**src/hdl/mlss_ram.sv**
```systemverilog
`default_nettype none
// ----------------------------------------------------------------------------
// mlss_ram
// Generic single-port-write, single-port-read RAM with registered read data.
// ----------------------------------------------------------------------------
module mlss_ram #(
   parameter int WIDTH = 8,
   parameter int DEPTH = 16
) (
   input  wire logic                     clock,
   input  wire logic                     wr_en,
   input  wire logic [$clog2(DEPTH)-1:0] wr_addr,
   input  wire logic [WIDTH-1:0]         wr_data,
   input  wire logic                     rd_en,
   input  wire logic [$clog2(DEPTH)-1:0] rd_addr,
   output logic      [WIDTH-1:0]         rd_data
);

   logic [WIDTH-1:0] mem_ff [DEPTH];
   logic [WIDTH-1:0] rd_data_ff;

   assign rd_data = rd_data_ff;

   always_ff @(posedge clock) begin
      if (wr_en) begin
         mem_ff[wr_addr] <= wr_data;
      end
      if (rd_en) begin
         rd_data_ff <= mem_ff[rd_addr];
      end
   end

endmodule
`default_nettype wire

```
**config.mk**
```make
export PLATFORM = sky130hd
export DESIGN_NAME = mlss_ram
export DESIGN_NICKNAME = d
export VERILOG_FILES = /design/src/hdl/mlss_ram.sv
export SDC_FILE = /design/constraint.sdc
export NUM_CORES = 1
export LEC_CHECK = 0
export BUFFER_PORTS_ARGS = -buffer_cell sky130_fd_sc_hd__buf_2
export CAP_MARGIN = 15
export CORE_MARGIN = 2
export CORE_UTILIZATION = 55
export CTS_BUF_LIST = sky130_fd_sc_hd__clkbuf_4 sky130_fd_sc_hd__clkbuf_8
export CTS_CLUSTER_DIAMETER = 60
export DETAILED_ROUTE_END_ITERATION = 8
export GPL_ROUTABILITY_DRIVEN = 0
export PLACE_DENSITY = 0.73
export SYNTH_ARGS = -nofsm -noshare
export SYNTH_HDL_FRONTEND = slang
export SYNTH_SLANG_ARGS = --single-unit
```
**constraint.sdc**
```tcl
create_clock -name clock -period 2.1 [get_ports clock]
set_clock_uncertainty 0.2 [all_clocks]
set_input_delay 0.105 -clock clock [delete_from_list [all_inputs] [get_ports clock]]
set_output_delay 0.105 -clock clock [all_outputs]
set_load 0.05 [all_outputs]
```
---- Word level (Yosys, flattened, before mapping) ----
Memories as Yosys holds them, arrays and structs flattened. A register that Yosys moved wholly into a read port is not among the register bits.
Index checks and enable logic that the tools add are counted.
W data, S select, Z words.
storage, ports and cells
  register bits after elaboration ......... 0
  RAM bits ................................ 128
  memories ................................ 1
memories
  name    depth  bits a word  read ports  clocked after Yosys merged registers in  wr ports  line  source
  mem_ff  16     8            1           1                                        1         19    logic [WIDTH-1:0] mem_ff [DEPTH];
cells by class
  muxes and demuxes ....................... 2
operators by type and width
  kind     number
  $mux W1  2

---- Depth between registers and ports, before layout ----
Gate-level depths: netlist of the first run.
  depth in word-level cells ............... 2
  gate-level depth with buffers ........... 5

---- Worst setup path after synthesis of the first run ----
Ideal clock, no wire load.
  path type ............................... in2reg
  start point ............................. input wr_addr[2]
  end point ............................... memory mem_ff[0][0] (enable)
  setup time .............................. 0.383 ns
  data arrival time ....................... 1.215 ns
  data required time ...................... 1.517 ns
  path slack .............................. 0.302 ns
  stages .................................. 2
  path buffers ............................ 0
  path through ............................ or3b_2 nor3_1
RTL lines
  item             line  source
  start, declared  12    input wire logic [$clog2(DEPTH)-1:0] wr_addr,
  end, declared    19
Straight into the memory's write port.

==> metrics.txt, run 1 <==
all-layer global routing usage=0.216; initial antenna violation count=0; final setup fails=0; drt drc=0; R2R depth=3; fin. max-slew vios=0; Yosys warning count=0; CTS Buffer Depth=2; Seq cells post-synth=~140; HP Start=wr_addr[0]; top cell type by total area after synthesis=edfxtp_1; num ports=27; CTS tree=done; total gr overflow=0; top-area cell type share of the netlist area=0.781; FF/Latch Area=slightly above 0.004 mm^2; Comb power frac=0.061; Hold Buf Count CTS=9; dpl hpwl=a little over 6000 um; share of cells above drive strength 1=0.315; hold depth=3; Initial Util=0.566; number of cells produced by synthesis=229; DRT iter0 DRCs=between 150 and 200; CP Buf/Inv Count=0; crit path max fanout=1; Pre-antenna DRT Iters=4; clk_lat worst skew=approximately 0.42 ns; Worst VDD drop=0.507 mV; DR WL/cell=22.6 um; Hold Vio Cnt, Final=0; die area=slightly above 0.01 mm^2; HP Class=in2reg; Worst EP arrival=1.71 ns; Yosys cell types=18; Reg clk slew, reported paths=0.08 ns; R2R Setup Slk=0.35 ns; Die Width=101 um; Int Power=approximately 4.4 mW; Slew @ Worst Pin=about 0.38 ns; Clk pwr share=0.383; Post-Route M1 WL=between 4000 and 5000 um; CP cell instances=mux4_1 > a22oi_1 > nand2_1; commonest non-fill, non-tap cell in the layout=edfxtp_1; Worst Hold End=mem_ff[4][2]; met3 wire len=slightly below 600 um; Final min period=1.75 ns; port buffer count=26; max cap viols=0; final net count=315; # Post-CTS Setup Buffers=0; first-pass GRT wire length=15100 um; status=completed; top layer in use=met4; # rows=35; Post-Syn Area per Cell=22.8 um^2; post-synthesis sequential area ratio=0.781; synth-to-layout area growth=17.0%; sequential share of power=0.556; Critical Path Sink Type=flop; Leak=~2.1 nW; unrepaired setup endpoints after global routing=false; Die H=101 um; critical path class=reg2reg; PD cells=903 mW/mm^2; Tcrit/Tclk final=0.832; final wirelength=9860 um; r2r startpoint=mem_ff[0][3]; FF-to-FF End=rd_data[3]; Root Buffer=clkbuf_8; crit-path leading delay family=multiplexers; Slew headroom=0.744; final cell count without fillers=437; synth top area cells=edfxtp_1 (78%), mux4_2 (7.8%), mux4_1 (7.0%), a22oi_1 (2.3%), nor2_1 (0.93%); number of global-route vias before repair=2577; fillers=572; slowest stage delay, CP=0.51 ns; Placed Cells incl. Taps=397; switch share=0.211; largest net degree at the start of global routing=20; core area=0.00924 mm^2; footprint of the multi-input gates=0.00106 mm^2; vias post-DR=around 2600; NetSw=about 1.2 mW; Num CTS Buffers=17; antenna-violating nets left=0; Mapped Area=0.00523 mm^2; syn nets=248; htree depth=4; setup TNS=0 ns; Met2 Wirelength=4950 um; CP startpoint kind=flop; CTS sink cnt=136; commonest non-fill, non-tap cells in the layout=edfxtp_1 (136), buf_2 (26), buf_4 (21); fmax=572 MHz; fin util=0.662; post-CTS sizing=0; Min Hold Slack=0.0339 ns; ANT cells=0; WP data required=2.07 ns; CP max stage cell=mux4_1; DR vias/cell=5.86
==> per-layer routing <==
metal  track usage  vias up
met2         0.332      121
met4        0.0790        0
met3        0.0552       14
li1              -     1111
met5             0        -
met1         0.307     1313
==> kinds of logic (layout without fill, tap and decap cells) <==
kind of cell	count (synthesis)	in the layout	share of synthesized area
compound gates	16	16	0.0230
buf+inv	10	89	0.0165
flops	136	136	0.781
mux	32	32	0.148
simple gates	35	35	0.0314
==> Yosys cell counts <==
master / n
clkdlybuf4s25_2: 3
nand2b_1: 2
nand2_1: 9
and2_1: 1
buf_6: 3
mux4_2: 18
edfxtp_1: 136
nor3_1: 4
buf_4: 1
buf_2: 3
nand3_1: 1
or3b_2: 1
nor2_1: 13
a22oi_1: 16
mux4_1: 14
nand3b_1: 2
and2b_1: 1
nor2b_1: 1
==> how the worst max path moves through the flow <==
| stage | to | depth (start not counted) | from | slack (ns) |
|---|---|---|---|---|
| 2_1_floorplan | mem_ff[0][0] | 2 | wr_addr[2] | 0.30 |
| 3_5_place_dp | rd_data[4] | 5 | rd_addr[0] | 0.19 |
| 3_3_place_gp | rd_data[4] | 5 | rd_addr[0] | 0.20 |
| 5_1_grt | rd_data[4] | 3 | mem_ff[9][4] | 0.28 |
| 4_1_cts | rd_data[3] | 3 | mem_ff[0][3] | 0.33 |
| 6_report | rd_data[3] | 3 | mem_ff[0][3] | 0.35 |
==> sequential cells by signal, indices dropped and copies added (netlist names) <==
| name | count |
|---|---|
| rd_data | 8 |
| mem_ff | 128 |
==> tightest hold or removal path, delay by kind of cell <==
kind / cells / cell delay (ns)
and+or+nand+nor: 1 / 0.06
buffers and inverters: 2 / 0.32
==> final cells by class <==
type	instances	share of cell area
Multi-Input combinational cell	83	0.173
Tap cell	129	0.0264
Sequential cell	136	0.668
Clock buffer	18	0.0395
Clock inverter	13	0.0254
Timing Repair Buffer	58	0.0683
==> power groups by stage <==
stage          Sequential [mW]  Clock [mW]  Combinational (mW)
3_3_place_gp              3.13           0               0.324
6_report                  3.07        2.11               0.339
4_1_cts                   3.07        2.15               0.343
3_5_place_dp              3.13           0               0.329
5_1_grt                   3.08        2.26               0.365
2_1_floorplan             3.17           0               0.154
==> through the flow <==
step / setup WS (ns) / area [um^2] / power (mW)
2_1_floorplan: 0.302 / 5230 / 3.33
3_3_place_gp: 0.199 / 5630 / 3.45
3_5_place_dp: 0.192 / 5630 / 3.46
4_1_cts: 0.333 / 6120 / 5.56
5_1_grt: 0.284 / 6120 / 5.70
6_report: 0.353 / 6120 / 5.53
Note: power is estimated with default switching activity, not from simulation.
==> run 2, diff against run 1 <==
Settings changed: ABC_AREA set to 1.
Clock period 2.1 ns to 1.65 ns, I/O delays scaled along.
==> metrics.txt, run 2 <==
status=completed (unchanged); Comb power frac=0.074 (was 0.061); DR WL/cell=16.7 um (was 22.6 um); drt drc=0 (unchanged); # rows=37 (was 35); CTS tree=done (unchanged); PD cells=1090 mW/mm^2 (was 903 mW/mm^2); NetSw=1.72 mW (was 1.16 mW); Die Width=107 um (was 101 um); CP max stage cell=edfxtp_1 (was mux4_1); Min Hold Slack=0.0709 ns (was 0.0339 ns); Tcrit/Tclk final=0.848; commonest non-fill, non-tap cell in the layout=nand2_1 (was edfxtp_1); fillers=782 (was 572); die area=0.0115 mm^2 (was 0.0103 mm^2); footprint of the multi-input gates=0.00121 mm^2 (was 0.00106 mm^2); Worst EP arrival=1.12 ns (was 1.71 ns); post-synthesis sequential area ratio=0.698 (was 0.781); number of cells produced by synthesis=551 (was 229); CP cell instances=buf_2 (was mux4_1 > a22oi_1 > nand2_1); Yosys warning count=0 (unchanged); CTS Buffer Depth=2 (unchanged); all-layer global routing usage=0.241 (was 0.216); first-pass GRT wire length=19800 um (was 15100 um); FF/Latch Area=0.00408 mm^2 (unchanged); Area after DPL=0.00619 mm^2 (was 0.00563 mm^2); post-route cell area=0.00671 mm^2 (was 0.00612 mm^2); DR vias/cell=5.20 (was 5.86); crit path max fanout=1 (unchanged); unrepaired setup endpoints after global routing=false (unchanged); final critical-path setup slack=0.251 ns (was 0.353 ns); Clk pwr share=0.391 (was 0.383); antenna-violating nets left=0 (unchanged); syn nets=570 (was 248); num ports=27 (unchanged); fin util=0.650 (was 0.662); Worst VDD drop=0.561 mV (was 0.507 mV); share of cells above drive strength 1=0.134 (was 0.315); switch share=0.235 (was 0.211); vias post-DR=3924 (was 2559); CTS sink cnt=136 (unchanged); stages on the worst setup path=1 (was 3); initial antenna violation count=0 (unchanged); final wirelength=12600 um (was 9860 um); slowest stage delay, CP=0.40 ns (was 0.51 ns); Leak=2.91 nW (was 2.07 nW); dpl hpwl=7670 um (was 6160 um); Yosys cell types=11 (was 18); crit-path leading delay family=flip-flops (was multiplexers); synth-to-layout area growth=14.8% (was 17.0%); Post-Syn Area per Cell=10.6 um^2 (was 22.8 um^2); largest net degree at the start of global routing=65 (was 20); Initial Util=0.566 (about the same); core area=0.0103 mm^2 (was 0.00924 mm^2); final setup fails=0 (unchanged); Primary FF master, synth=edfxtp_1 (unchanged); HP Class=in2reg (unchanged); Synth async-reset ratio=0 (unchanged); hold depth=4 (was 3); setup TNS=0 ns (unchanged); Pre-antenna DRT Iters=5 (was 4); DRT iter0 DRCs=321 (was 195); Int Power=5.59 mW (was 4.36 mW); Seq cells post-synth=136 (unchanged); fin. max-slew vios=0 (unchanged); top-area cell type share of the netlist area=0.698 (was 0.781); Reg clk slew, reported paths=0.08 ns (about the same); # Post-CTS Setup Buffers=0 (unchanged); final net count=624 (was 315); top cells by instance count after synthesis=nand2_1 (173), edfxtp_1 (136), inv_1 (100) (was edfxtp_1 (136), mux4_2 (18), a22oi_1 (16)); top cell type by total area after synthesis=edfxtp_1 (unchanged); WP data required=1.37 ns (was 2.07 ns); EDFF count, synth=136 (unchanged); Mapped Area=0.00585 mm^2 (was 0.00523 mm^2); Num CTS Buffers=17 (unchanged); commonest non-fill, non-tap cells in the layout=nand2_1 (173), edfxtp_1 (136), inv_1 (100) (was edfxtp_1 (136), buf_2 (26), buf_4 (21)); Slew @ Worst Pin=0.664 ns (was 0.384 ns); max reg flops=128 (unchanged); htree depth=4 (unchanged); Biggest register=mem_ff (unchanged); Root Buffer=clkbuf_8 (unchanged); number of global-route vias before repair=3642 (was 2577); Slew headroom=0.557 (was 0.744); R2R depth=6 (was 3); sequential share of power=0.535 (was 0.556); ANT cells=0 (unchanged); critical path class=reg2out (was reg2reg); Die H=107 um (was 101 um); total gr overflow=0 (unchanged); CP Buf/Inv Count=1 (was 0); pre-CTS setup slack=0.0959 ns (was 0.192 ns); Final min period=about 1.4 ns; clk_lat worst skew=0.44 ns (was 0.42 ns); max cap viols=0 (unchanged); CP startpoint kind=flop (unchanged); port buffer count=26 (unchanged); most frequent cell after synthesis=nand2_1 (was edfxtp_1); synth top area cells=edfxtp_1 (70%), nand2_1 (11%), nand3_1 (8.3%), inv_1 (6.4%), buf_6 (1.2%) (was edfxtp_1 (78%), mux4_2 (7.8%), mux4_1 (7.0%), a22oi_1 (2.3%), nor2_1 (0.93%)); Critical Path Sink Type=output port (was flop); Hold Vio Cnt, Final=0 (unchanged); fmax=715 MHz
[run 2: changes by cell type after synthesis, sizes merged, moves of 2 or more]
cell,delta
mux4,-32
clkdlybuf4s25,-3
inv,+102
nand3,+96
nand2,+164
a22oi,-16
nor2,+4
nor3,-4
nand2b,-2
buf,+17
[run 2: cell families after synthesis]
group	after synthesis	share of synthesized area
and+or+nand+nor	289	0.208
DFF	136	0.698
buffers and inverters	126	0.0939
[run 2: final timing paths]
kind                  from      endpoint  slack (ns)
min reg2reg  mem_ff[12][1]    rd_data[1]        0.54
min                  wr_en  mem_ff[3][3]        0.07
max             rd_data[0]    rd_data[0]        0.25
max reg2reg  mem_ff[13][6]    rd_data[6]        0.28
[run 2: area by class of cell]
type,instances,share of cell area
tap,136,0.0254
sequential,136,0.609
clock buffer,19,0.0371
timing repair buffer,59,0.0656
clock inverter,13,0.0254
multi-input combinational,289,0.181
inverter,102,0.0571
[run 2: through the flow]
step / power, mW / std cells
2_1_floorplan: 4.31 / 551
3_3_place_gp: 4.50 / 712
3_5_place_dp: 4.52 / 712
4_1_cts: 7.35 / 754
5_1_grt: 7.56 / 754
6_report: 7.32 / 754
[run 2: power by group through the flow]
stage	Sequential [mW]	Clock, mW	Combinational (mW)
after detailed placement	3.99	0	0.526
final	3.91	2.86	0.545
after CTS	3.91	2.89	0.547
after floorplan	4.04	0	0.273
after global placement	3.99	0	0.517
after global routing	3.92	3.04	0.601
[run 2: layer usage]
| layer | vias to the layer above | wire [um] | track usage | share of wire |
|---|---|---|---|---|
| met5 | - | 0 | 0 | 0 |
| met4 | 0 | 214 | 0.0742 | 0.017 |
| met3 | 26 | 1070 | 0.0547 | 0.084 |
| met2 | 172 | 6210 | 0.387 | 0.49 |
| met1 | 1842 | 5130 | 0.331 | 0.41 |
| li1 | 1884 | - | - | - |
[run 2: timing repair]
| action | in CTS | in global routing |
|---|---|---|
| gates resized for setup | 0 | 0 |
| endpoints found under the hold margin | 140 | 0 |
| hold buffers | 10 | 0 |
==> run 3, diff against run 2 <==
Settings changed: PLACE_DENSITY 0.73 to 0.75.
Clock period 1.65 ns to 1.2 ns, I/O delays scaled along.
==> metrics.txt, run 3 (same netlist as run 2, synthesis figures left out) <==
status=finished, violations left (was completed); failing checks=negative setup slack; final wirelength=13000 um (was 12600 um); Slew headroom=0.740 (was 0.557); final setup fails=16 (was 0); Area after DPL=0.00630 mm^2 (was 0.00619 mm^2); Root Buffer=clkbuf_8 (unchanged); max reg flops=128 (unchanged); core area=0.0103 mm^2 (unchanged); WP data required=0.94 ns (was 1.37 ns); Hold Vio Cnt, Final=0 (unchanged); HP Class=in2reg (unchanged); CTS Buffer Depth=2 (unchanged); Worst Hold End=mem_ff[0][5] (was mem_ff[3][3]); max cap viols=0 (unchanged); number of global-route vias before repair=3930 (was 3642); largest net degree at the start of global routing=34 (was 65); Critical Path Sink Type=output port (unchanged); Die Width=107 um (unchanged); Final min period=about 1.3 ns; CP cell instances=buf_6 (was buf_2); CTS tree=done (unchanged); Slew @ Worst Pin=0.389 ns (was 0.664 ns); total power draw=9.89 mW (was 7.32 mW); first-pass GRT wire length=20700 um (was 19800 um); unrepaired setup endpoints after global routing=true (was false); htree depth=4 (unchanged); ANT cells=0 (unchanged); die area=0.0115 mm^2 (unchanged); # rows=37 (unchanged); Num CTS Buffers=17 (unchanged); DR vias/cell=5.20 (about the same); Min Hold Slack=0.0513 ns (was 0.0709 ns); antenna-violating nets left=0 (unchanged); r2r startpoint=mem_ff[10][6] (was mem_ff[13][6]); CP Buf/Inv Count=1 (unchanged); commonest non-fill, non-tap cell in the layout=nand2_1 (unchanged); Die H=107 um (unchanged); dpl hpwl=8060 um (was 7670 um); final net count=632 (was 624); fmax=767 MHz; slowest stage delay, CP=0.44 ns (was 0.40 ns); DR WL/cell=17.0 um (was 16.7 um); CTS sink cnt=136 (unchanged); CP max stage cell=edfxtp_1 (unchanged); drt drc=0 (unchanged); Critical path origin=rd_data[2] (was rd_data[0]); crit-path leading delay family=flip-flops (unchanged); Leak=3.06 nW (was 2.91 nW); post-route cell area=0.00709 mm^2 (was 0.00671 mm^2); synth-to-layout area growth=21.3% (was 14.8%); num ports=27 (unchanged); R2R depth=6 (unchanged); commonest non-fill, non-tap cells in the layout=nand2_1 (170), edfxtp_1 (136), inv_1 (95) (was nand2_1 (173), edfxtp_1 (136), inv_1 (100)); final critical-path setup slack=-0.104 ns (was 0.251 ns); Tcrit/Tclk final=1.09; initial antenna violation count=0 (unchanged); share of cells above drive strength 1=0.235 (was 0.134); Reg clk slew, reported paths=0.08 ns (about the same); Worst VDD drop=0.818 mV (was 0.561 mV); fin. max-slew vios=0 (unchanged); Pre-antenna DRT Iters=5 (unchanged); clk_lat worst skew=0.43 ns (was 0.44 ns); crit path max fanout=1 (unchanged); FF-to-FF End=rd_data[6] (unchanged); Initial Util=0.566 (unchanged); HP Start=wr_en (unchanged); hold depth=4 (unchanged); total gr overflow=0 (unchanged); vias post-DR=3966 (was 3924); DRT iter0 DRCs=315 (was 321); CP startpoint kind=flop (unchanged); all-layer global routing usage=0.248 (was 0.241); R2R Setup Slk=-0.10 ns (was 0.28 ns); port buffer count=26 (unchanged); Worst EP arrival=1.04 ns (was 1.12 ns); Biggest register=mem_ff (unchanged); PD cells=1390 mW/mm^2 (was 1090 mW/mm^2); critical path class=reg2out (unchanged)
run 3: worst max-delay path by stage:
stage / slack (ns) / end / depth (start not counted)
after detailed placement: -0.29 / rd_data[4] / 7
after floorplan: -0.01 / mem_ff[4][0] / 2
after CTS: -0.13 / rd_data[7] / 1
after global placement: -0.28 / rd_data[4] / 7
after global routing: -0.17 / rd_data[4] / 6
final: -0.10 / rd_data[2] / 1
run 3: where the power goes:
part           switching [mW]  leakage (nW)  internal, mW  total (mW)
clock                    1.77         0.184          1.85        3.61
sequential             0.0370          1.24          5.35        5.38
combinational           0.590          1.64         0.308       0.898
total                    2.39          3.06          7.50        9.89
run 3: cell type report:
| cell class | count | area [um^2] |
|---|---|---|
| sequential | 136 | 4080 |
| fill | 730 | 3230 |
| multi-input combinational | 289 | 1470 |
| timing repair buffer | 67 | 601 |
| inverter | 102 | 383 |
| clock buffer | 17 | 234 |
| tap | 136 | 170 |
| clock inverter | 15 | 151 |
run 3: repair_timing:
action,CTS,global route
setup endpoints to repair,16,16
setup buffers,0,0
hold buffers,10,0
gates resized for setup,48,26
endpoints found under the hold margin,144,0
pin swaps,34,18
run 3: stage by stage:
step | setup TNS (ns) | std cells | setup WS [ns] | util
after global placement | -3.89 | 720 | -0.281 | 0.610
after floorplan | -0.694 | 551 | -0.0108 | -
after detailed placement | -5.21 | 720 | -0.292 | 0.610
final | -1.11 | 762 | -0.104 | 0.687
after CTS | -1.17 | 762 | -0.128 | 0.677
after global routing | -1.82 | 762 | -0.166 | 0.687
run 3: worst register-to-register path: stages, from the launching register on:
cell	delay, ns
edfxtp_1	0.38
nand2_1	0.09
nand2_1	0.07
nand2_1	0.10
nand3_2	0.11
nand3_2	0.08
nand2_1	0.05
run 3: routing by layer:
| metal | routed length [um] | share of wire | track usage | vias up |
|---|---|---|---|---|
| met5 | 0 | 0 | 0 | - |
| met4 | 289 | 0.022 | 0.0965 | 0 |
| met3 | 850 | 0.066 | 0.0511 | 25 |
| met2 | 6590 | 0.51 | 0.407 | 164 |
| met1 | 5230 | 0.40 | 0.327 | 1873 |
| li1 | - | - | - | 1904 |
